`config.mk`:
```
export PLATFORM = sky130hd
export DESIGN_NAME = stream_key_match_counter_core
export DESIGN_NICKNAME = d
export VERILOG_FILES = /design/src/hw/rtl/skmc_pkg.sv /design/src/hw/rtl/skmc_match.sv /design/src/hw/rtl/skmc_tally.sv /design/src/hw/rtl/stream_key_match_counter_core.sv
export VERILOG_INCLUDE_DIRS = /design/src /design/src/hw/rtl
export SDC_FILE = /design/constraint.sdc
export NUM_CORES = 1
export LEC_CHECK = 0
export ABC_AREA = 1
export BUFFER_PORTS_ARGS = -buffer_cell sky130_fd_sc_hd__buf_4
export CAP_MARGIN = 20
export CORE_UTILIZATION = 40
export CTS_BUF_LIST = sky130_fd_sc_hd__clkbuf_4 sky130_fd_sc_hd__clkbuf_8
export DETAILED_ROUTE_END_ITERATION = 10
export GPL_TIMING_DRIVEN = 0
export SKIP_CTS_REPAIR_TIMING = 1
export SYNTH_ARGS = -nofsm -noshare
export SYNTH_HDL_FRONTEND = slang
export SYNTH_SLANG_ARGS = --single-unit
```
`constraint.sdc`:
```
create_clock -name clk -period 4.1 [get_ports clk]
set_input_delay 0 -clock clk [delete_from_list [all_inputs] [get_ports clk]]
set_output_delay 0 -clock clk [all_outputs]
set_load 0.02 [all_outputs]
```
`src/hw/rtl/stream_key_match_counter_core_assert.svh`:
```
// ----------------------------------------------------------------------------
// Assertion macros for the key match counter
// Concurrent checks clocked on clk and disabled while arst_n is low.
// ----------------------------------------------------------------------------
`ifndef STREAM_KEY_MATCH_COUNTER_CORE_ASSERT_SVH
`define STREAM_KEY_MATCH_COUNTER_CORE_ASSERT_SVH

// Same-cycle implication
`define SKMC_ASSERT_NOW(lbl, ante, cons, msg) \
	lbl: assert property (@(posedge clk) disable iff (!arst_n) (ante) |-> (cons)) \
		else $error(msg);

// Next-cycle implication
`define SKMC_ASSERT_NEXT(lbl, ante, cons, msg) \
	lbl: assert property (@(posedge clk) disable iff (!arst_n) (ante) |=> (cons)) \
		else $error(msg);

`endif

```
`src/hw/rtl/skmc_pkg.sv`:
```
// ----------------------------------------------------------------------------
// skmc_pkg
// Shared constants, types and helpers of the key match counter.
// ----------------------------------------------------------------------------
package skmc_pkg;

	localparam int KEY_MAX    = 16;
	localparam int LEN_W      = 5;
	localparam int POS_W      = $clog2(KEY_MAX);
	localparam int CNT_W      = 16;
	localparam int CFG_DATA_W = 64;
	localparam int CFG_IDX_W  = 2;

	localparam logic [CFG_IDX_W-1:0] REG_KEY_LENGTH = 2'd0;
	localparam logic [CFG_IDX_W-1:0] REG_KEY_LOW    = 2'd1;
	localparam logic [CFG_IDX_W-1:0] REG_KEY_HIGH   = 2'd2;

	typedef logic [7:0]               byte_t;
	typedef logic [KEY_MAX-1:0][7:0]  key_t;
	typedef logic [POS_W-1:0]         len_m1_t;

	typedef struct packed {
		logic advance;
		logic last;
	} step_ctl_t;

	// Key length minus one, with zero taken as one and large values clamped.
	function automatic len_m1_t len_minus_one(input logic [LEN_W-1:0] len);
		len_m1_t r;
		if (len == '0) begin
			r = '0;
		end else if (len > LEN_W'(KEY_MAX)) begin
			r = POS_W'(KEY_MAX - 1);
		end else begin
			r = POS_W'(len - 1'b1);
		end
		return r;
	endfunction

endpackage

```
`src/hw/rtl/skmc_match.sv`:
```
// ----------------------------------------------------------------------------
// skmc_match
// Sliding window of recent text bytes and parallel compare against the key.
// ----------------------------------------------------------------------------
module skmc_match (
	input  logic                clk,
	input  logic                arst_n,
	input  skmc_pkg::step_ctl_t ctl,
	input  skmc_pkg::byte_t     text_byte,
	input  skmc_pkg::key_t      key,
	input  skmc_pkg::len_m1_t   len_m1,
	output logic                window_hit
);
	import skmc_pkg::*;

	byte_t              win_q    [KEY_MAX];
	byte_t              win_next [KEY_MAX];
	logic [KEY_MAX-1:0] byte_ok;

	always_comb begin
		win_next[0] = text_byte;
		for (int i = 1; i < KEY_MAX; i++) begin
			win_next[i] = win_q[i-1];
		end
	end

	// key byte i lines up with the byte len-1-i positions back
	always_comb begin
		for (int i = 0; i < KEY_MAX; i++) begin
			if (POS_W'(i) > len_m1) begin
				byte_ok[i] = 1'b1;
			end else begin
				byte_ok[i] = (key[i] == win_next[len_m1 - POS_W'(i)]);
			end
		end
	end

	assign window_hit = &byte_ok;

	always_ff @(posedge clk or negedge arst_n) begin
		if (!arst_n) begin
			for (int i = 0; i < KEY_MAX; i++) win_q[i] <= '0;
		end else if (ctl.advance) begin
			for (int i = 0; i < KEY_MAX; i++) begin
				win_q[i] <= ctl.last ? '0 : win_next[i];
			end
		end
	end

endmodule

```
`src/hw/rtl/skmc_tally.sv`:
```
// ----------------------------------------------------------------------------
// skmc_tally
// Position, spacing and count state of one text, plus the result register.
// ----------------------------------------------------------------------------
module skmc_tally (
	input  logic                     clk,
	input  logic                     arst_n,
	input  skmc_pkg::step_ctl_t      ctl,
	input  logic                     window_hit,
	input  skmc_pkg::len_m1_t        len_m1,
	input  logic                     out_ready,
	output logic                     out_valid,
	output logic                     found,
	output logic [skmc_pkg::CNT_W-1:0] first_position,
	output logic [skmc_pkg::CNT_W-1:0] match_count
);
	import skmc_pkg::*;

	localparam logic [LEN_W-1:0] SINCE_MAX = LEN_W'(KEY_MAX);
	localparam logic [CNT_W-1:0] SAT       = '1;

	logic [CNT_W-1:0] index_q, index_n;
	logic [LEN_W-1:0] since_q, since_n;
	logic [CNT_W-1:0] count_q, count_n;
	logic [CNT_W-1:0] first_q, first_n;
	logic             seen_q, seen_n;
	logic             take;
	logic             out_valid_q;

	always_comb begin
		take = window_hit
			&& (index_q >= CNT_W'(len_m1))
			&& (since_q >= LEN_W'(len_m1));

		seen_n  = seen_q | take;
		first_n = first_q;
		count_n = count_q;
		if (take && !seen_q) begin
			first_n = (index_q != SAT) ? index_q - CNT_W'(len_m1) : SAT;
		end
		if (take && count_q != SAT) begin
			count_n = count_q + 1'b1;
		end

		if (take) begin
			since_n = '0;
		end else if (since_q < SINCE_MAX) begin
			since_n = since_q + 1'b1;
		end else begin
			since_n = since_q;
		end

		index_n = (index_q != SAT) ? index_q + 1'b1 : index_q;
	end

	always_ff @(posedge clk or negedge arst_n) begin
		if (!arst_n) begin
			index_q <= '0;
			since_q <= SINCE_MAX;
			count_q <= '0;
			first_q <= '0;
			seen_q  <= 1'b0;
		end else if (ctl.advance) begin
			if (ctl.last) begin
				index_q <= '0;
				since_q <= SINCE_MAX;
				count_q <= '0;
				first_q <= '0;
				seen_q  <= 1'b0;
			end else begin
				index_q <= index_n;
				since_q <= since_n;
				count_q <= count_n;
				first_q <= first_n;
				seen_q  <= seen_n;
			end
		end
	end

	// result register: the top level only advances a final beat when it is free
	always_ff @(posedge clk or negedge arst_n) begin
		if (!arst_n) begin
			out_valid_q <= 1'b0;
		end else if (ctl.advance && ctl.last) begin
			out_valid_q <= 1'b1;
		end else if (out_ready) begin
			out_valid_q <= 1'b0;
		end
	end

	always_ff @(posedge clk) begin
		if (ctl.advance && ctl.last) begin
			found          <= seen_n;
			first_position <= seen_n ? first_n : '0;
			match_count    <= count_n;
		end
	end

	assign out_valid = out_valid_q;

endmodule

```
`src/hw/rtl/stream_key_match_counter_core.sv`:
```
// ----------------------------------------------------------------------------
// stream_key_match_counter_core
// Counts non-overlapping occurrences of a configured key in a byte stream.
// ----------------------------------------------------------------------------
// Input beats carry one text byte and an end_of_text flag on in_valid/in_ready.
// Each text yields one output beat, on out_valid/out_ready, after its final
// byte: found, the start index of the first match and the match count.
// Pipeline: a byte is registered in the input register on acceptance and is
// evaluated there; a text's result is then held in the result register.
// Throughput: one byte per cycle unless a final byte is held; the window
// compare of all key positions and the count update sit in the evaluation stage.
// When the receiver stalls, non-final bytes keep flowing; a final byte waits
// in the input register until the result register is free.
// The user must write the key registers (cfg_write/cfg_index/cfg_data) only
// while the stream is idle; the block does not enforce this. Reset clears
// the window, the counters and the result valid, sets key length 1, key bytes 0.
// ----------------------------------------------------------------------------
module stream_key_match_counter_core (
	input  logic                                clk,
	input  logic                                arst_n,
	input  logic                                cfg_write,
	input  logic [skmc_pkg::CFG_IDX_W-1:0]      cfg_index,
	input  logic [skmc_pkg::CFG_DATA_W-1:0]     cfg_data,
	input  logic                                in_valid,
	output logic                                in_ready,
	input  logic [7:0]                          text_byte,
	input  logic                                end_of_text,
	output logic                                out_valid,
	input  logic                                out_ready,
	output logic                                found,
	output logic [skmc_pkg::CNT_W-1:0]          first_position,
	output logic [skmc_pkg::CNT_W-1:0]          match_count
);
	import skmc_pkg::*;

	logic [LEN_W-1:0] key_length_q;
	logic [63:0]      key_low_q;
	logic [63:0]      key_high_q;
	key_t             key;
	len_m1_t          len_m1;

	logic             valid_s1;
	byte_t            byte_s1;
	logic             last_s1;
	logic             advance;
	logic             window_hit;
	step_ctl_t        ctl;

	always_ff @(posedge clk or negedge arst_n) begin
		if (!arst_n) begin
			key_length_q <= LEN_W'(1);
			key_low_q    <= '0;
			key_high_q   <= '0;
		end else if (cfg_write) begin
			case (cfg_index)
				REG_KEY_LENGTH: key_length_q <= cfg_data[LEN_W-1:0];
				REG_KEY_LOW:    key_low_q    <= cfg_data;
				REG_KEY_HIGH:   key_high_q   <= cfg_data;
				default:        ;
			endcase
		end
	end

	assign key    = {key_high_q, key_low_q};
	assign len_m1 = len_minus_one(key_length_q);

	// hold a final byte while an undelivered result sits in the output register
	assign advance  = valid_s1 && (!last_s1 || !out_valid || out_ready);
	assign in_ready = !valid_s1 || advance;

	always_ff @(posedge clk or negedge arst_n) begin
		if (!arst_n) begin
			valid_s1 <= 1'b0;
		end else if (in_ready) begin
			valid_s1 <= in_valid;
		end
	end

	always_ff @(posedge clk) begin
		if (in_valid && in_ready) begin
			byte_s1 <= text_byte;
			last_s1 <= end_of_text;
		end
	end

	assign ctl.advance = advance;
	assign ctl.last    = last_s1;

	skmc_match u_match (
		.clk        (clk),
		.arst_n     (arst_n),
		.ctl        (ctl),
		.text_byte  (byte_s1),
		.key        (key),
		.len_m1     (len_m1),
		.window_hit (window_hit)
	);

	skmc_tally u_tally (
		.clk            (clk),
		.arst_n         (arst_n),
		.ctl            (ctl),
		.window_hit     (window_hit),
		.len_m1         (len_m1),
		.out_ready      (out_ready),
		.out_valid      (out_valid),
		.found          (found),
		.first_position (first_position),
		.match_count    (match_count)
	);

	`include "stream_key_match_counter_core_assert.svh"

	`SKMC_ASSERT_NEXT(a_final_held, valid_s1 && last_s1 && out_valid && !out_ready, valid_s1 && last_s1, "final byte dropped while result stalled")
	`SKMC_ASSERT_NOW(a_found_count, out_valid, found == (match_count != '0), "found disagrees with match count")
	`SKMC_ASSERT_NOW(a_pos_clear, out_valid && !found, first_position == '0, "position set without a match")

endmodule
```
==> results.toml <==
[grt]
grt_first_pass_wirelength_um = 164000
antenna_found_initial = 2
grt_usage_pct = 37.2
grt_pass1_vias = 24400
grt-ovfl-total = 0
grt_max_degree = 93

[pwr]
power_frac_clock_pct = 21.4
pwr-share-seq_pct = 21.0
power_switching_mw = 9.70
total_power_mw = 19.5
swShare_pct = 49.9
p_leak_nw = 15.4
vdd_drop_max_mv = 0.278
comb_power_share_pct = 57.6
p_per_area_mw_per_mm2 = 634
internal_power_mw = 9.75

[setup_path]
arrival_ps = 5010
critPathSlowestCell = "dfrtp_1"
critical-path-max-stage-delay_ps = 390
crit_required_ps = 4650
path_common_cell = "nand2_1"
r2r_cells = 28
cp-end-kind = "flip-flop"
crit_fanout = 10
start_kind = "flip-flop"
worstSetupPathType = "flip-flop to flip-flop"
reg2reg_slack_ps = -360
reg2reg_to = "u_tally.match_count[4]"
reg2reg_from = "key_length_q[1]"

[route]
num_vias = 27400
via_per_inst = 5.65
routed_wirelength_um = 117000
first_iter_violations = 2804
routedWlPerCell_um = 24.2
postRouteAntennaNets = 0
drc = 8
firstDrtPassIters = 9

[placed_design]
post-dp-hpwl_um = 91900
numPortBuffers = 114
gp_congestion = 1.08

[timing]
hold_viol = 0
hold_slack_ps = 24.2
finClkSkew_ps = 40.5
setup_tns_ps = -17790
setup_ws_ps = -358
rsz0062_at_grt = "yes"
finalCritPeriodShare_pct = 109
slew_viol_final = 0
tightest_slew_ps = 1190
period_needed_ps = 4460
setup_viol = 71
slew-limit-headroom_pct = 20.7
timing.fmax_mhz = 224

[layout]
utilization_pct = 51.8
drive_gt1_share_pct = 17.8
nFillCells = 5988
layout_common_cells = "nand2_1 (1184), nand3_1 (752), inv_1 (388)"
area_growth_pct = 27.4
seq_area_mm2 = 0.00900
nets = 4107
multi_input_area_mm2 = 0.0141
mostFrequentLayoutCell = "nand2_1"

[clock_tree]
clk_latency_ps = 720
clock-sinks = 351
clockRootBuffer = "clkbuf_8"
htree_levels = 3
clk_pin_slew_ps = 60
numCtsBuffers = 70
clockBufferDepth = 3
cts_tree = "done"

[synthesis]
yosysSeqAreaShare_pct = 37.4
syn_area_per_cell_um2 = 6.50
synth_edf_count = 42
netlist_instances = 3703
synth_area_mm2 = 0.0241
synth_cell_type_count = 44
synth_top_area_cell = "dfrtp_1"
synth_warnings = 0
synth_fp_nets = 3796
ys_ff_latch = 351
async_flop_share_pct = 88.0
synthFlopType = "dfrtp_1"
synth_top_area_share_pct = 31.9
synth_area_leaders = "dfrtp_1 (32%), nand2_1 (20%), nand3_1 (18%), inv_1 (6.1%), edfxtp_1 (5.2%)"

[run]
drv_cap = 0

[status]
violations = "design-rule violations, negative setup slack"
status = "complete, but fails checks"

[die]
num_rows = 89
start_util_pct = 40.7
core-area_mm2 = 0.0592
die_h_um = 247
pin_count = 115
die_w_um = 247
design.die.area_mm2 = 0.0612

[min_path]
hold_end = "byte_s1[3]"
min_path_cells = 2
hp-class = "primary input to flip-flop"
holdCritStartpoint = "text_byte[3]"
## synthesized netlist by cell type, types with 2 or more instances
library cell,instances
nor4_1,3
nand3_1,882
a21oi_1,14
o22ai_1,118
xor2_1,9
ha_1,12
buf_6,7
inv_1,392
inv_2,7
xnor2_1,5
dfstp_2,2
nand3_2,2
a21o_1,3
nand2_2,15
nand4_1,10
buf_4,11
clkbuf_1,82
and2_1,10
nand2_1,1305
nor2_1,114
nand3b_1,64
o21ai_0,161
nor3_1,8
buf_1,10
dfrtp_1,307
o21bai_1,2
o21ai_1,6
buf_2,77
nor2_2,6
nor2_4,4
edfxtp_1,42
## per-stage QoR
step / worst slack, ps / cell area (um2) / instances
after global routing: -500 / 30700 / 4842
after floorplan: 11.1 / 24100 / 3703
final: -358 / 30700 / 4843
after global placement: -1930 / 25900 / 4590
after CTS: -1990 / 27600 / 4719
after detailed placement: -1960 / 26000 / 4593
## metal layers
metal  global-route usage [%]  share of wire, %  wire [um]  up-vias
met2                     54.2                42      49600     1312
li1                         -                 -          -    12800
met1                     50.5                42      49700    13000
met4                     20.4               6.0       7040        0
met5                        0                 0          0        -
met3                     9.06               9.2      10800      302
## state kept, by name, indices dropped and copies added, names as in the netlist, 5 cells and up
signal	cells
u_tally.index_q	16
u_tally.count_q	16
key_length_q	5
byte_s1	8
u_tally.first_q	16
u_match.win_next	120
u_tally.first_position	16
key_low_q	64
u_tally.match_count	16
key_high_q	64
u_tally.since_q	5
## worst max-delay path, delay by kind of cell, from the launching register on
kind	cells	cell delay, ps
flip-flops	1	390
AND/OR/NAND/NOR	21	2600
buffers and inverters	6	1110
adder cells (fa/ha/maj)	1	170
## worst max-delay path by stage
stage	startpoint	endpoint	cells after the start
2_1_floorplan	key_length_q[0]	u_tally.match_count[11]	30
3_3_place_gp	key_length_q[0]	u_tally.match_count[7]	29
3_5_place_dp	key_length_q[0]	u_tally.match_count[8]	29
4_1_cts	key_length_q[0]	u_tally.match_count[8]	29
5_1_grt	key_length_q[0]	u_tally.match_count[4]	32
6_report	key_length_q[1]	u_tally.match_count[4]	28
## cell type report
type	count	area share (%)
Sequential cell	351	29.3
Multi-Input combinational cell	2765	46.1
Timing Repair Buffer	240	7.39
Inverter	400	4.93
Clock inverter	19	0.803
Tap cell	773	3.15
Antenna cell	2	0.0163
Buffer	186	3.85
Clock buffer	107	4.41
## power groups by stage
stage | Sequential [mW] | Clock [mW] | Combinational [mW]
6_report | 4.09 | 4.17 | 11.2
5_1_grt | 4.12 | 4.37 | 12.1
4_1_cts | 4.08 | 4.22 | 9.49
3_5_place_dp | 4.14 | 0 | 9.45
3_3_place_gp | 4.13 | 0 | 9.41
2_1_floorplan | 4.06 | 0 | 6.36
## cells by family after synthesis
| family | Yosys count | synth area share (%) |
|---|---|---|
| and+or+nand+nor | 2427 | 44.2 |
| buffers and inverters | 587 | 9.94 |
| DFF | 351 | 37.4 |
| AOI/OAI and AO/OA | 310 | 7.17 |
| xor gates and xnor gates | 15 | 0.623 |
| adders and majority gates | 13 | 0.707 |
Note: power is estimated with default switching activity, not from simulation.
